<file path="src/rtl/fgn_pkg.sv">
`timescale 1ns / 1ps
// ----------------------------------------------------------------------------
// fgn_pkg: shared types and constants of the fractal gradient noise pipeline
// Fixed-point widths, hash constants, the quarter-wave sine table and the
// item structs used between the pipeline modules.
// ----------------------------------------------------------------------------
package fgn_pkg;

  localparam int COORD_SPAN = 256;
  localparam int OCTAVES    = 12;
  localparam int ANGLE_BITS = 10;

  localparam int COORD_W = 8;
  localparam int SEED_W  = 19;
  localparam int DIV_W   = 8;
  localparam int FRAC_W  = 16;
  localparam int HASH_W  = 32;

  // Quotient of (coordinate << (FRAC_W + OCTAVES - 1)) / divisor.
  localparam int QW       = COORD_W + FRAC_W + OCTAVES - 1;
  localparam int DIV_BPS  = 5;
  localparam int DIV_STAGES = (QW + DIV_BPS - 1) / DIV_BPS;
  localparam int DIV_DW   = DIV_STAGES * DIV_BPS;

  localparam logic [HASH_W-1:0] HASH_MUL_A = 32'd2048419325;
  localparam logic [HASH_W-1:0] HASH_MUL_B = 32'd1911520717;
  localparam logic [63:0]       HALF_PI_Q30 = 64'd1686629713;
  localparam logic [63:0]       ONE_Q30 = 64'd1 << 30;

  localparam int QB      = ANGLE_BITS - 2;
  localparam int QTR     = 1 << QB;
  localparam int MAG_W   = 15;
  localparam int GRAD_W  = 16;
  localparam int GRAD_FRAC = 14;
  localparam int DOT_W   = 20;
  localparam int FADE_W  = 17;
  localparam int NW      = 24;
  localparam int SUM_W   = NW + 4;
  localparam int ONE_Q16 = 65536;

  localparam int OCT_STAGES  = 10;
  localparam int POST_STAGES = 6;
  localparam int LATENCY     = DIV_STAGES + OCT_STAGES + POST_STAGES;

  localparam int CFG_IDX_W  = 1;
  localparam int CFG_DATA_W = 19;
  localparam logic [SEED_W-1:0] SEED_RESET  = 19'd1;
  localparam logic [DIV_W-1:0]  SCALE_RESET = 8'd20;

  typedef enum logic [CFG_IDX_W-1:0] {
    REG_HASH_SEED = 1'b0,
    REG_SCALE_DIV = 1'b1
  } cfg_reg_t;

  localparam int LEVELS = 6;
  localparam logic [7:0] LVL_THR [LEVELS-1] = '{8'd42, 8'd84, 8'd126, 8'd168, 8'd210};
  localparam logic [2:0] LEVEL_MAX = 3'd5;

  typedef struct packed {
    logic [COORD_W-1:0] row;
    logic [COORD_W-1:0] column;
  } in_t;

  typedef struct packed {
    logic [7:0] height;
    logic [2:0] level;
  } out_t;

  // Lattice position of one octave.
  typedef struct packed {
    logic [HASH_W-1:0] x0;
    logic [HASH_W-1:0] y0;
    logic [FRAC_W-1:0] fx;
    logic [FRAC_W-1:0] fy;
  } oct_pos_t;

  typedef logic [MAG_W-1:0] sin_tbl_t [QTR+1];

  // Quarter-wave sine magnitude in Q14, worked out at elaboration.
  function automatic sin_tbl_t build_sin_tbl();
    sin_tbl_t   tbl;
    logic [63:0] x, x2, t, s, m;
    for (int r = 0; r <= QTR; r++) begin
      x  = (64'(r) * HALF_PI_Q30) >> QB;
      x2 = (x * x) >> 30;
      t  = ONE_Q30 - x2 / 72;
      t  = ONE_Q30 - ((x2 * t) >> 30) / 42;
      t  = ONE_Q30 - ((x2 * t) >> 30) / 20;
      t  = ONE_Q30 - ((x2 * t) >> 30) / 6;
      s  = (x * t) >> 30;
      m  = (s + 64'd32768) >> 16;
      if (m > 64'd16384) m = 64'd16384;
      tbl[r] = MAG_W'(m);
    end
    return tbl;
  endfunction

  localparam sin_tbl_t SIN_TBL = build_sin_tbl();

  function automatic logic [HASH_W-1:0] rot16(logic [HASH_W-1:0] v);
    return {v[15:0], v[31:16]};
  endfunction

  // Signed Q14 gradient component for a quadrant and an offset within it.
  function automatic logic signed [GRAD_W-1:0] grad_of(logic [1:0] quad,
                                                       logic [QB-1:0] r);
    logic [QB:0]               rr;
    logic signed [GRAD_W-1:0]  g;
    rr = quad[0] ? ((QB+1)'(QTR) - {1'b0, r}) : {1'b0, r};
    g  = $signed({1'b0, SIN_TBL[rr]});
    return quad[1] ? -g : g;
  endfunction

endpackage

</file>
<file path="src/rtl/fgn_div.sv">
`timescale 1ns / 1ps
// ----------------------------------------------------------------------------
// fgn_div: pipelined restoring divider for sample positions
// Divides coordinate << (FRAC_W + OCTAVES - 1) by the scale divisor, a few
// quotient bits per stage. Each octave takes its position from the top bits.
// ----------------------------------------------------------------------------
module fgn_div (
  input  logic                       clk,
  input  logic                       rst_n,
  input  logic                       in_valid,
  input  logic [fgn_pkg::COORD_W-1:0] coord,
  input  logic [fgn_pkg::DIV_W-1:0]   divisor,
  output logic                       out_valid,
  output logic [fgn_pkg::QW-1:0]      quot
);
  import fgn_pkg::*;

  logic              v_r   [DIV_STAGES];
  logic [DIV_DW-1:0] num_r [DIV_STAGES];
  logic [DIV_W-1:0]  rem_r [DIV_STAGES];
  logic [DIV_DW-1:0] num_nxt [DIV_STAGES];
  logic [DIV_W-1:0]  rem_nxt [DIV_STAGES];

  // The numerator register shifts out dividend bits at the top and takes
  // quotient bits in at the bottom.
  always_comb begin
    logic [DIV_DW-1:0] num;
    logic [DIV_W:0]    w;
    logic [DIV_W-1:0]  rem;
    for (int s = 0; s < DIV_STAGES; s++) begin
      if (s == 0) begin
        num = DIV_DW'(coord) << (QW - COORD_W);
        rem = '0;
      end else begin
        num = num_r[s-1];
        rem = rem_r[s-1];
      end
      for (int i = 0; i < DIV_BPS; i++) begin
        w   = {rem, num[DIV_DW-1]};
        num = num << 1;
        if (w >= {1'b0, divisor}) begin
          w      = w - {1'b0, divisor};
          num[0] = 1'b1;
        end
        rem = w[DIV_W-1:0];
      end
      num_nxt[s] = num;
      rem_nxt[s] = rem;
    end
  end

  always_ff @(posedge clk) begin
    if (!rst_n) begin
      for (int s = 0; s < DIV_STAGES; s++) v_r[s] <= 1'b0;
    end else begin
      v_r[0] <= in_valid;
      for (int s = 1; s < DIV_STAGES; s++) v_r[s] <= v_r[s-1];
    end
  end

  always_ff @(posedge clk) begin
    for (int s = 0; s < DIV_STAGES; s++) begin
      num_r[s] <= num_nxt[s];
      rem_r[s] <= rem_nxt[s];
    end
  end

  assign out_valid = v_r[DIV_STAGES-1];
  assign quot      = num_r[DIV_STAGES-1][QW-1:0];

endmodule

</file>
<file path="config.mk">
export PLATFORM = sky130hd
export DESIGN_NAME = fgn_div
export DESIGN_NICKNAME = d
export VERILOG_FILES = /design/src/rtl/fgn_pkg.sv /design/src/rtl/fgn_div.sv
export SDC_FILE = /design/constraint.sdc
export NUM_CORES = 1
export LEC_CHECK = 0
export BUFFER_PORTS_ARGS = -buffer_cell sky130_fd_sc_hd__buf_2
export CAP_MARGIN = 0
export CORE_ASPECT_RATIO = 2
export CORE_MARGIN = 4
export CORE_UTILIZATION = 45
export CTS_BUF_LIST = sky130_fd_sc_hd__clkbuf_8
export DETAILED_ROUTE_END_ITERATION = 10
export PLACE_DENSITY = 0.66
export SETUP_SLACK_MARGIN = 0.3
export SLEW_MARGIN = 15
export SYNTH_ARGS = -nofsm -noshare
export SYNTH_HDL_FRONTEND = slang
export SYNTH_SLANG_ARGS = --single-unit
export TNS_END_PERCENT = 10
</file>
<file path="constraint.sdc">
create_clock -name clk -period 11.2 [get_ports clk]
set_clock_uncertainty 0.05 [all_clocks]
set_input_delay 0.56 -clock clk [delete_from_list [all_inputs] [get_ports clk]]
set_output_delay 0.56 -clock clk [all_outputs]
set_load 0.005 [all_outputs]
</file>
Word level (Yosys, flattened, before mapping). Memories as Yosys holds them, arrays and structs flattened. Index checks and enable logic that the tools add are counted.

$add $sub $neg: 35. Multipliers: 0. Divide/modulo/power cells: 0. $lt $le $gt $ge: 35. Equal/unequal tests: 0. Shift operators: 0. Muxes and demuxes: 79. Bitwise gates (word level): 7. Reduce and logical (&&, ||, !) cells: 0.

Operators with widths (count): 9-bit by 8-bit greater-or-equal comparator with 1-bit output (34); 8-bit two-way mux (35); 8-bit subtractor (34); 1-bit two-way mux (44); 1-bit by 8-bit greater-or-equal comparator with 1-bit output (1); 1-bit by 8-bit subtractor with 8-bit output (1); 1-bit bitwise OR (7).

Register bits after elaboration: 0. Latch bits: 0. RAM bits: 308. ROM bits: 0. Input port bits: 19. Output and inout bits: 36. Logic and storage cells: 159. Memories kept: 3.

Memory list: num_r (depth 7, width 35, read ports 7, clocked after memory_dff 0, wr ports 7, RTL line fgn_div.sv:19) `logic [DIV_DW-1:0] num_r [DIV_STAGES];`; rem_r (depth 7, width 8, read ports 6, clocked after memory_dff 0, wr ports 7, RTL line fgn_div.sv:20) `logic [DIV_W-1:0] rem_r [DIV_STAGES];`; v_r (depth 7, width 1, read ports 7, clocked after memory_dff 0, wr ports 7, RTL line fgn_div.sv:18) `logic v_r [DIV_STAGES];`.

Logic depth before layout (Yosys ltp). An unclocked memory read counts as a cell.

Depth after elaboration: 11. Mapped depth: 53. Depth with buffers taken out: 48.

Least setup slack after synthesis. No wires, ideal clock.

Path type: input to register. From: input port divisor[1] in the netlist's numbering. To: memory rem_r[1][2]. Setup time: 0.121 ns. Data arrival time: 11.144 ns. Data required time: 11.029 ns. Slack: -0.115 ns. Stages: 48. Path buffers: 5. Path through: clkbuf_1 inv_1 ha_1 nor2b_1 o21ai_0 and3_1 o21a_1 clkbuf_1 inv_1 a21oi_1 ha_1 nand2b_1 a21oi_1 o31a_1 o221a_2 nor2_1 nand2_1 mux2_2 [... 12 more ...] a21oi_1 o21ai_0 a21oi_1 o22ai_1 nand4bb_1 clkbuf_1 and2_1 clkbuf_1 a221oi_1 ha_1 o21a_1 o21ai_0 a21oi_1 o311ai_0 nand2_1 a211oi_1 a21oi_1 mux2_2.

RTL lines: start: declaration (RTL line fgn_div.sv:12) `input logic [fgn_pkg::DIV_W-1:0] divisor,`; end: declaration (RTL line fgn_div.sv:20).

==> summary.md <==
| Metric | Value |
|---|---|
| Final min period | `10.39 ns` |
| Core area | `38,000 um2` |
| Post-synth top area share | `22.8%` |
| Site Rows | `101` |
| Chip Height | `286 um` |
| Grt ovf | `0` |
| DIE AREA | `42,000 um2` |
| Fin. Hold Viols | `0` |
| Cell Area, Synth | `17,400 um2` |
| Initial Util | `45.7%` |
| Crit end category | `flop` |
| Crit Path Class | `in2reg` |
| Wl on met1 | `16.6 mm` |
| Crit-path max cell delay | `0.38 ns` |
| Via density | `5.83` |
| Setup crit start kind | `input port` |
| Via count | `15.7k` |
| CTS buffer count | `17` |
| Top achievable clock speed | `0.0963 GHz` |
| Maximum root-to-sink buffer count | `2` |
| Final WL | `50.0 mm` |
| Async S/R FF share, synth | `0%` |
| Synthesized instance count | `2,026` |
| Total Nets Final | `2,441` |
| Fin. max-slew vios | `0` |
| GRT Util Overall | `23.6%` |
| Post-route ant nets | `0` |
| Register area share after synthesis | `22.8%` |
| Met2 WL | `27.9 mm` |
| Filler cells | `3,624` |
| Routed length on met3 | `1.56 mm` |
| Status | `finished, final reports clean` |
| Synth cell count leaders | `253 x ha_1, 198 x dfxtp_1, 167 x nor2_1, 139 x a21oi_1, 116 x mux2_2` |
| Main synth FF type | `dfxtp_1` |
| Clk Latency, worst-skew pair | `0.51 ns` |
| PortBufs | `54` |
| Sink Count | `198` |
| Headroom to the max-slew limit | `57.3%` |
| RSZ-0062 raised after global routing | `true` |
| Top cells by area, synth | `dfxtp_1 23%, ha_1 18%, mux2_2 7.5%, xnor2_1 5.3%, a21oi_1 4.0%` |
| Layout cell share with drive strength beyond 1 | `17.6%` |
| Largest net degree at the start of global routing | `47` |
| Worst-Margin Slew | `0.624 ns` |
| Netlist cell types | `78` |
| Clock-pin slew on the worst setup and hold paths | `0.11 ns` |
| Flops & latches, synth | `198` |
| Synth warn | `0` |
| Number of synthesized flops with an enable pin | `0` |
| Vias in the first global route | `16.5k` |
| Wire length of the first global-routing pass | `79.8 mm` |
| Crit-path slowest cell | `ha_1` |
| TritonCTS clock tree | `done` |
| Hpwl dp | `39.6 mm` |
| Max Cap Violations | `0` |
| Part of the cycle the worst path needs | `92.7%` |
| Iteration-0 DRC Markers | `492` |
| Mean Syn Cell Area | `8.58 um2` |
| Dominant cell by count in the synthesized netlist | `ha_1` |
| DR DRC count | `0` |
| Syn Nets | `2,311` |
| Yosys top cell by area | `dfxtp_1` |
| Highest routed metal layer | `met4` |
| Req. time, crit path | `11.54 ns` |
| Worst min path class | `in2reg` |
| Clock root cell | `clkbuf_8` |
| Die Width | `147 um` |
| Initial antenna violation count | `1` |
| # IOs | `55` |
| Area Growth Syn to Fin | `12.9%` |
| H-tree levels | `4` |
| Final design utilization | `51.6%` |
| WL/cell | `18.6 um` |
| First drt pass iteration count | `5` |
| Final RePlAce weighted congestion | `0.910` |
| Worst path arrival time | `10.73 ns` |
| Final setup viols | `0` |
| Critical-path maximum fanout | `13` |
[critical path, delay by kind of cell]
family / cells / cell delay [ns]
muxes: 1 / 0.38
AOI/OAI and AO/OA: 23 / 4.97
and+or+nand+nor: 11 / 1.94
buffers and inverters: 6 / 1.12
adders and majority gates: 5 / 1.70
[final cells by class]
type / instances / area [um2] / share of cell area (%)
multi-input combinational: 1684 / 13200 / 67.0
clock buffer: 18 / 248 / 1.26
clock inverter: 14 / 139 / 0.708
timing repair buffer: 149 / 1070 / 5.48
inverter: 106 / 402 / 2.05
tap: 515 / 644 / 3.28
sequential: 198 / 3960 / 20.2
antenna: 1 / 2.50 / 0.0128
[what timing repair did]
item	4_1_cts	5_1_grt
setup endpoints to repair	7	55
gates cloned	0	0
pin swaps	0	1
setup buffers	0	3
gates resized for setup	1	53
hold buffers	0	0
[worst paths after layout]
check,start,to,slack [ns],cells after the start
setup / recovery,divisor[4],rem_r[5][3]$_DFF_P_,0.81,46
hold / removal,coord[0],num_r[0][32]$_DFF_P_,0.1,1
setup reg to reg,rem_r[2][5]$_DFF_P_,rem_r[3][2]$_DFF_P_,1.08,43
hold reg to reg,num_r[4][8]$_DFF_P_,num_r[5][13]$_DFF_P_,0.27,0
[state kept, by name, indices dropped and copies added (netlist names)]
register	flops
num_r	143
rem_r	48
v_r	7
[metrics by stage]
| step | hold slack (ns) | worst slack [ns] | setup TNS [ns] | std cells | area (um2) |
|---|---|---|---|---|---|
| floorplan | 0.260 | 0.313 | 0 | 2026 | 17500 |
| global placement | 0.260 | -0.260 | -1.85 | 2649 | 19000 |
| detailed placement | 0.262 | -0.267 | -1.99 | 2649 | 19000 |
| CTS | 0.0583 | 0.353 | 0 | 2681 | 19400 |
| global route | 0.0721 | 0.184 | 0 | 2685 | 19600 |
| finish | 0.0970 | 0.814 | 0 | 2685 | 19600 |
[layout by cell type, fill, tap and decap left out, drive strengths merged, types with 6 or more instances in the layout]
cell type and instances:
a2111oi 6, a211oi 16, a21boi 13, a21o 48, a21oi 140, a221o 8, a31oi 16, a41o 8
and2 34, and3 24, and4 8, buf 149, clkbuf 18, clkinv 10, dfxtp 198, fa 13
ha 253, inv 106, mux2 117, mux2i 29, nand2 104, nand2b 32, nand3 27, nand4 19
nor2 168, nor2b 47, nor3 62, o211ai 9, o21a 55, o21ai 116, o21bai 16, o22ai 9
o31a 17, o31ai 11, or2 18, or3 12, xnor2 105, xor2 44
[logic make-up (layout without fill, tap and decap cells)]
kind of cell,count (synthesis),count (layout),share of synthesized area (%)
AND/OR/NAND/NOR,574,574,16.5
AO/OA/AOI/OAI,549,549,21.2
adder cells (fa/ha/maj),266,266,19.7
flip-flops,198,198,22.8
XOR/XNOR,149,149,7.51
multiplexers,146,146,9.27
buffers and inverters,144,287,3.12
other,0,1,0
[layer usage]
| layer | vias up | GRT usage [%] |
|---|---|---|
| met2 | 368 | 47.4 |
| met1 | 7414 | 20.8 |
| met3 | 204 | 2.93 |
| met4 | 0 | 17.3 |
| met5 | - | 0 |
| li1 | 7680 | - |
Power is not shown: default switching activity piles up to over one toggle a cycle in this logic, so the estimate is an artifact.
