[src/rtl/fgn_pkg.sv]
`timescale 1ns / 1ps
// ----------------------------------------------------------------------------
// fgn_pkg: shared types and constants of the fractal gradient noise pipeline
// Fixed-point widths, hash constants, the quarter-wave sine table and the
// item structs used between the pipeline modules.
// ----------------------------------------------------------------------------
package fgn_pkg;

  localparam int COORD_SPAN = 256;
  localparam int OCTAVES    = 12;
  localparam int ANGLE_BITS = 10;

  localparam int COORD_W = 8;
  localparam int SEED_W  = 19;
  localparam int DIV_W   = 8;
  localparam int FRAC_W  = 16;
  localparam int HASH_W  = 32;

  // Quotient of (coordinate << (FRAC_W + OCTAVES - 1)) / divisor.
  localparam int QW       = COORD_W + FRAC_W + OCTAVES - 1;
  localparam int DIV_BPS  = 5;
  localparam int DIV_STAGES = (QW + DIV_BPS - 1) / DIV_BPS;
  localparam int DIV_DW   = DIV_STAGES * DIV_BPS;

  localparam logic [HASH_W-1:0] HASH_MUL_A = 32'd2048419325;
  localparam logic [HASH_W-1:0] HASH_MUL_B = 32'd1911520717;
  localparam logic [63:0]       HALF_PI_Q30 = 64'd1686629713;
  localparam logic [63:0]       ONE_Q30 = 64'd1 << 30;

  localparam int QB      = ANGLE_BITS - 2;
  localparam int QTR     = 1 << QB;
  localparam int MAG_W   = 15;
  localparam int GRAD_W  = 16;
  localparam int GRAD_FRAC = 14;
  localparam int DOT_W   = 20;
  localparam int FADE_W  = 17;
  localparam int NW      = 24;
  localparam int SUM_W   = NW + 4;
  localparam int ONE_Q16 = 65536;

  localparam int OCT_STAGES  = 10;
  localparam int POST_STAGES = 6;
  localparam int LATENCY     = DIV_STAGES + OCT_STAGES + POST_STAGES;

  localparam int CFG_IDX_W  = 1;
  localparam int CFG_DATA_W = 19;
  localparam logic [SEED_W-1:0] SEED_RESET  = 19'd1;
  localparam logic [DIV_W-1:0]  SCALE_RESET = 8'd20;

  typedef enum logic [CFG_IDX_W-1:0] {
    REG_HASH_SEED = 1'b0,
    REG_SCALE_DIV = 1'b1
  } cfg_reg_t;

  localparam int LEVELS = 6;
  localparam logic [7:0] LVL_THR [LEVELS-1] = '{8'd42, 8'd84, 8'd126, 8'd168, 8'd210};
  localparam logic [2:0] LEVEL_MAX = 3'd5;

  typedef struct packed {
    logic [COORD_W-1:0] row;
    logic [COORD_W-1:0] column;
  } in_t;

  typedef struct packed {
    logic [7:0] height;
    logic [2:0] level;
  } out_t;

  // Lattice position of one octave.
  typedef struct packed {
    logic [HASH_W-1:0] x0;
    logic [HASH_W-1:0] y0;
    logic [FRAC_W-1:0] fx;
    logic [FRAC_W-1:0] fy;
  } oct_pos_t;

  typedef logic [MAG_W-1:0] sin_tbl_t [QTR+1];

  // Quarter-wave sine magnitude in Q14, worked out at elaboration.
  function automatic sin_tbl_t build_sin_tbl();
    sin_tbl_t   tbl;
    logic [63:0] x, x2, t, s, m;
    for (int r = 0; r <= QTR; r++) begin
      x  = (64'(r) * HALF_PI_Q30) >> QB;
      x2 = (x * x) >> 30;
      t  = ONE_Q30 - x2 / 72;
      t  = ONE_Q30 - ((x2 * t) >> 30) / 42;
      t  = ONE_Q30 - ((x2 * t) >> 30) / 20;
      t  = ONE_Q30 - ((x2 * t) >> 30) / 6;
      s  = (x * t) >> 30;
      m  = (s + 64'd32768) >> 16;
      if (m > 64'd16384) m = 64'd16384;
      tbl[r] = MAG_W'(m);
    end
    return tbl;
  endfunction

  localparam sin_tbl_t SIN_TBL = build_sin_tbl();

  function automatic logic [HASH_W-1:0] rot16(logic [HASH_W-1:0] v);
    return {v[15:0], v[31:16]};
  endfunction

  // Signed Q14 gradient component for a quadrant and an offset within it.
  function automatic logic signed [GRAD_W-1:0] grad_of(logic [1:0] quad,
                                                       logic [QB-1:0] r);
    logic [QB:0]               rr;
    logic signed [GRAD_W-1:0]  g;
    rr = quad[0] ? ((QB+1)'(QTR) - {1'b0, r}) : {1'b0, r};
    g  = $signed({1'b0, SIN_TBL[rr]});
    return quad[1] ? -g : g;
  endfunction

endpackage

[src/rtl/fgn_post.sv]
`timescale 1ns / 1ps
// ----------------------------------------------------------------------------
// fgn_post: octave sum, gain, clamp and quantization
// Weights and sums the octave values, scales by 6/5, clamps to one and maps
// the result to an 8-bit height and a six-step level.
// ----------------------------------------------------------------------------
module fgn_post (
  input  logic                          clk,
  input  logic                          rst_n,
  input  logic                          in_valid,
  input  logic signed [fgn_pkg::NW-1:0] noise [fgn_pkg::OCTAVES],
  output logic                          out_valid,
  output fgn_pkg::out_t                 out_data
);
  import fgn_pkg::*;

  localparam int GROUPS   = (OCTAVES + 3) / 4;
  localparam int T_W      = SUM_W + 3;
  localparam int M_W      = 19;
  localparam int Q_W      = 2 * M_W;
  localparam int RECIP_SH = 21;
  localparam logic [M_W-1:0] RECIP5 = 19'd419431;
  localparam int CLAMP_LIM = 5 * ONE_Q16;

  logic [POST_STAGES-1:0] v_r;
  logic signed [SUM_W-1:0] gsum_r [GROUPS];
  logic signed [SUM_W-1:0] tot_r;
  logic [M_W-1:0]  mag_r;
  logic            neg3_r, big3_r, neg4_r, big4_r;
  logic [Q_W-1:0]  q_r;
  logic [7:0]      height_r;
  out_t            out_r;

  logic signed [SUM_W-1:0] gsum_nxt [GROUPS];
  logic signed [SUM_W-1:0] tot_nxt;
  logic [T_W-1:0]          mag_nxt;
  logic signed [T_W-1:0]   t_nxt;
  logic [FRAC_W:0]         qv;
  logic [FRAC_W+1:0]       u;
  logic [FRAC_W+8:0]       hp;
  logic [2:0]              level_nxt;

  always_comb begin
    logic signed [SUM_W-1:0] acc;
    for (int g = 0; g < GROUPS; g++) begin
      acc = '0;
      for (int j = 0; j < 4; j++) begin
        if (g * 4 + j < OCTAVES) acc = acc + SUM_W'(noise[g*4+j] >>> (g * 4 + j));
      end
      gsum_nxt[g] = acc;
    end
    tot_nxt = '0;
    for (int g = 0; g < GROUPS; g++) tot_nxt = tot_nxt + gsum_r[g];
  end

  assign t_nxt   = (T_W'(tot_r) <<< 2) + (T_W'(tot_r) <<< 1);
  assign mag_nxt = t_nxt[T_W-1] ? T_W'(-t_nxt) : T_W'(t_nxt);

  // Past five times one, the gain stage always clamps.
  assign qv = big4_r ? (FRAC_W+1)'(ONE_Q16) : q_r[RECIP_SH +: FRAC_W+1];
  assign u  = neg4_r ? (FRAC_W+2)'(ONE_Q16) - (FRAC_W+2)'(qv)
                     : (FRAC_W+2)'(ONE_Q16) + (FRAC_W+2)'(qv);
  assign hp = ((FRAC_W+9)'(u) << 8) - (FRAC_W+9)'(u);

  always_comb begin
    level_nxt = LEVEL_MAX;
    for (int i = LEVELS - 2; i >= 0; i--) begin
      if (height_r < LVL_THR[i]) level_nxt = 3'(i);
    end
  end

  always_ff @(posedge clk) begin
    if (!rst_n) begin
      v_r <= '0;
    end else begin
      v_r <= {v_r[POST_STAGES-2:0], in_valid};
    end
  end

  always_ff @(posedge clk) begin
    gsum_r   <= gsum_nxt;
    tot_r    <= tot_nxt;
    mag_r    <= mag_nxt[M_W-1:0];
    neg3_r   <= t_nxt[T_W-1];
    big3_r   <= mag_nxt >= T_W'(CLAMP_LIM);
    q_r      <= Q_W'(mag_r) * Q_W'(RECIP5);
    neg4_r   <= neg3_r;
    big4_r   <= big3_r;
    height_r <= hp[FRAC_W+8 -: 8];
    out_r.height <= height_r;
    out_r.level  <= level_nxt;
  end

  assign out_valid = v_r[POST_STAGES-1];
  assign out_data  = out_r;

endmodule

[config.mk]
export PLATFORM = sky130hd
export DESIGN_NAME = fgn_post
export DESIGN_NICKNAME = d
export VERILOG_FILES = /design/src/rtl/fgn_pkg.sv /design/src/rtl/fgn_post.sv
export SDC_FILE = /design/constraint.sdc
export NUM_CORES = 1
export LEC_CHECK = 0
export BUFFER_PORTS_ARGS = -buffer_cell sky130_fd_sc_hd__buf_2
export CORE_ASPECT_RATIO = 1.2
export CORE_MARGIN = 2
export CORE_UTILIZATION = 59
export CTS_CLUSTER_SIZE = 24
export DETAILED_ROUTE_END_ITERATION = 8
export PLACE_DENSITY = 0.95
export SYNTH_ARGS = -nofsm -noshare
export SYNTH_HDL_FRONTEND = slang
export SYNTH_SLANG_ARGS = --single-unit
[constraint.sdc]
create_clock -name clk -period 8.61 [get_ports clk]
set_input_delay 1.722 -clock clk [delete_from_list [all_inputs] [get_ports clk]]
set_output_delay 1.722 -clock clk [all_outputs]
set_load 0.1 [all_outputs]
* Word level (Yosys, flattened, before mapping)
Cells that the tools add are included.
Operators by class: add/sub/neg operators 16, $mul 1, magnitude comparators 6, multiplexer cells 7, reduce and logical (&&, ||, !) cells 2
Operators by type and width (number):
- $mul 19x19->38 const B | 1
- $add 30x29->31 | 1
- $ge 31x19->1 const B | 1
- $mux 31 | 1
- $neg 31->31 | 1
- $add 27x23->28 | 1
- $add 28x19->28 | 1
- $add 26x21->27 | 1
- $add 25x22->26 | 1
- $add 24x23->25 | 1
- $sub 25x18->25 | 1
- $add 22x17->23 | 1
- $add 21x18->22 | 1
- $add 20x19->21 | 1
- $add 18x13->19 | 1
- $add 17x14->18 | 1
- $add 17x17->18 const A | 1
- $mux 18 | 1
- $sub 17x17->18 const A | 1
- $add 16x15->17 | 1
- $mux 17 | 1
- $lt 8x7->1 const B | 2
- $lt 8x8->1 const B | 2
- $lt 8x6->1 const B | 1
- other kinds (4) | 6
Word-level totals: register bits after elaboration 183

* Longest topological paths before layout
depth after elaboration 5, gate-level depth with buffers 24, gate-level depth less buffers 24

* Least setup slack after synthesis
No wires, ideal clock.
path kind register to register, from register mag_r[17], to register q_r[36], library setup time 0.072 ns, arrival 5.936 ns, data required time 8.538 ns, setup slack 2.602 ns, stages on the path, launching flop included 23, path buffers 0, clock period less this slack 6.008 ns, path through dfxtp_1 > ha_1 > fa_1 > inv_1 > fa_1 > inv_1 > fa_1 > fa_1 > inv_1 > fa_1 > inv_1 > ha_1 > a21o_1 > a21o_1 > a21o_1 > a211oi_2 > o2111ai_1 > a31o_1 > o41a_1 > a41o_1 > or2_1 > a21oi_1 > xnor2_1
Between the ends: cells in the longest elaborated chain, start to end 1
Ends and longest elaborated chain:
- start: declaration | line fgn_post.sv:28 | logic [M_W-1:0] mag_r;
- start signal: assignment | line fgn_post.sv:83 | mag_r <= mag_nxt[M_W-1:0];
- $mul 19x19->38 | line fgn_post.sv:86 | q_r <= Q_W'(mag_r) * Q_W'(RECIP5);
- end signal: assignment | line fgn_post.sv:86
- end: declaration | line fgn_post.sv:30 | logic [Q_W-1:0] q_r;
Every way passes these cells. A chain may end at the register's enable or synchronous reset.

* Worst setup path in the final report
from register mag_r[10], to register q_r[36]
The elaborated chain is that of the path after synthesis.

==> impl_metrics.env <==
export IMPL_die_w_um=168
export IMPL_hold_class="reg2reg"
export IMPL_grt_antenna_before_repair=0
export IMPL_setup_worst_path_start_class="flip-flop"
export IMPL_post_synth_top_area_fraction=0.280
export IMPL_cp_required_ns=8.97
export IMPL_fill_cells=2291
export IMPL_vias_per_cell=5.81
export IMPL_slew_limit_headroom=0.322
export IMPL_synthMostInstantiatedCell="inv_1"
export IMPL_number_of_enable_flip_flop_cells_after_synthesis=0
export IMPL_worstSkewPairLatency_ns=0.44
export IMPL_yosys_register_bits=161
export IMPL_die_height_um=201
export IMPL_yosysUniqueCellTypes=76
export IMPL_post_route_min_period_ns=6.94
export IMPL_crit_fanout=5
export IMPL_synthAdderAreaFrac=0.466
export IMPL_max_cap_violations=0
export IMPL_place_gp_congestion=0.932
export IMPL_htreeDepth=4
export IMPL_antenna_violating_nets_post_route=0
export IMPL_drt_initial_drc_count=756
export IMPL_root_buffer="clkbuf_16"
export IMPL_synthCells=1941
export IMPL_timing_max_transition_violations_final=0
export IMPL_synth_area_leaders="fa_1 28%, ha_1 19%, dfxtp_1 17%, inv_1 5.9%, xnor2_1 4.4%"
export IMPL_nNetsFinal=3017
export IMPL_num_io_pins=303
export IMPL_antennaDiodeCount=0
export IMPL_synthesis_yosys_warnings=0
export IMPL_timing_clock_skew_ns=0.0116
export IMPL_timing_hold_violations_final=0
export IMPL_detail_route_wl_per_cell_um=17.3
export IMPL_timing_critical_path_arrival_ns=7.30
export IMPL_grt_first_pass_wirelength_um=75500
export IMPL_ys_async_sr_fraction=0
export IMPL_placementRows=72
export IMPL_cts_resized_gates=0
export IMPL_worstMarginPinSlew_ns=1.00
export IMPL_die_area_um2=33800
export IMPL_first_global_vias=16800
export IMPL_worst_setup_path_type="reg2reg"
export IMPL_mean_syn_cell_area_um2=9.84
export IMPL_tritoncts="yes"
export IMPL_hold_start="neg3_r"
export IMPL_r2r_start="mag_r[10]"
export IMPL_initial_core_util=0.596
export IMPL_synth_main_ff_cell="dfxtp_1"
export IMPL_synthMuxAreaShare=0.00105
export IMPL_finish_utilization=0.665
export IMPL_syn_num_nets=2784
export IMPL_detailroute_via_count=15100
export IMPL_status="finished, final reports clean"
export IMPL_synthDominantAreaCellType="fa_1"
export IMPL_max_freq_mhz=144
export IMPL_gr_usage_all_layers=0.274
export IMPL_synth_xor_area_share=0.0656
export IMPL_critPathCaptureType="flip-flop"
export IMPL_clock_path_buffers=2
export IMPL_globalRouteOverflowTotal=0
export IMPL_grt_setup_unrepaired="false"
export IMPL_area_growth_synth_to_final_pct=11.6
export IMPL_placeableCoreArea_um2=32100
export IMPL_cts_buffers_inserted=17
export IMPL_period_share=0.806
export IMPL_clock_slew_at_reported_path_ffs_ns=0.07
export IMPL_worst_setup_path_startpoint="mag_r[10]"
export IMPL_drt_pass1_iterations=5
export IMPL_layout_drive_gt1_share=0.137
export IMPL_pin_count_of_the_biggest_net_entering_global_routing=27
export IMPL_synth_simple_gate_area_frac=0.104
export IMPL_port_buffers=236
export IMPL_synthTopCellsByCount="298 x inv_1, 285 x ha_1, 267 x fa_1"
export IMPL_clock_sinks=161
export IMPL_synth_seq_area_share=0.169
export IMPL_synth_area_um2=19100
export IMPL_final_total_negative_setup_slack_ns=0
export IMPL_ctsHoldBuffers=0
export IMPL_dp_hpwl_um=38200
export IMPL_post_cts_setup_buffer_count=0
export IMPL_synth_top_family_by_area="adder cells"
export IMPL_routed_wirelength_um=45000
export IMPL_remaining_drc_errors=0
export IMPL_synth_compound_area_frac=0.131
export IMPL_final_setup_viol_count=0
==> worst max-delay path, stage by stage (launching register included) <==
cell and delay [ns]:
dfxtp_1 0.50, ha_1 0.39, fa_1 0.57, inv_1 0.05, fa_1 0.51, inv_1 0.06
fa_1 0.49, inv_1 0.05, fa_1 0.48, inv_1 0.06, fa_1 0.48, ha_1 0.33
a21o_1 0.17, a21oi_1 0.21, o21ai_0 0.13, a211oi_2 0.50, o2111ai_1 0.26, a31o_1 0.32
o41a_1 0.39, a41o_1 0.30, or2_1 0.24, a21oi_1 0.22, xnor2_1 0.15
==> state kept, by name (all words and copies together), names as in the netlist <==
register and count:
big3_r 1, big4_r 1, gsum_r 69, height_r 8, mag_r 18, neg3_r 1, neg4_r 1, out_data 11
q_r 17, tot_r 28, v_r 6
==> layer usage <==
metal	up-vias	wire, µm	track usage
met3	149	1970	0.0370
li1	7032	-	-
met4	0	1970	0.131
met1	7342	16500	0.285
met2	540	24600	0.536
met5	-	0	0
==> final timing paths <==
check	depth (start not counted)	to	slack, ns
max	22	q_r[36]	1.67
min	0	neg4_r	0.33
max reg2reg	22	q_r[36]	1.67
min reg2reg	0	neg4_r	0.33
==> kinds of logic after synthesis <==
| group | after synthesis |
|---|---|
| compound gates | 371 |
| xor+xnor | 143 |
| fa+ha+maj | 552 |
| buf+inv | 321 |
| flops | 161 |
| mux | 2 |
| simple gates | 391 |
==> final cells by class <==
cell class	count	area [µm²]	share of cell area
clock buffer	20	467	0.0219
clock inverter	12	161	0.00757
inverter	299	1120	0.0526
multi-input combinational	1459	14700	0.688
sequential	161	3220	0.151
tap	407	509	0.0239
timing repair buffer	236	1180	0.0554
==> cells in the final DEF, fill, tap and decap left out, drive strengths merged, types with 8 or more instances in the layout <==
master and instances:
a31oi 12, nand2 79, a211oi 23, ha 285, o21a 24, inv 305
or2 14, a21boi 10, o21bai 8, buf 236, nand3 19, a21o 37
or3 18, and2 24, o21ai 72, fa 267, nand2b 15, nor3 32
nor4 10, nor2 111, xor2 47, a21oi 87, nor2b 18, nand4 16
xnor2 96, dfxtp 161, o211ai 10, o31ai 20, clkbuf 20, and3 15
==> per-stage QoR <==
stage,setup slack (ns),area (µm²),std cells,hold WS (ns)
after floorplan,2.60,19100,1941,0.310
after global placement,2.00,20700,2562,0.311
after detailed placement,1.88,20700,2562,0.316
after CTS,1.73,21300,2594,0.328
after global routing,1.41,21300,2594,0.331
final,1.67,21300,2594,0.327
Power is not shown: default switching activity piles up to over one toggle a cycle in this logic, so the estimate is an artifact.
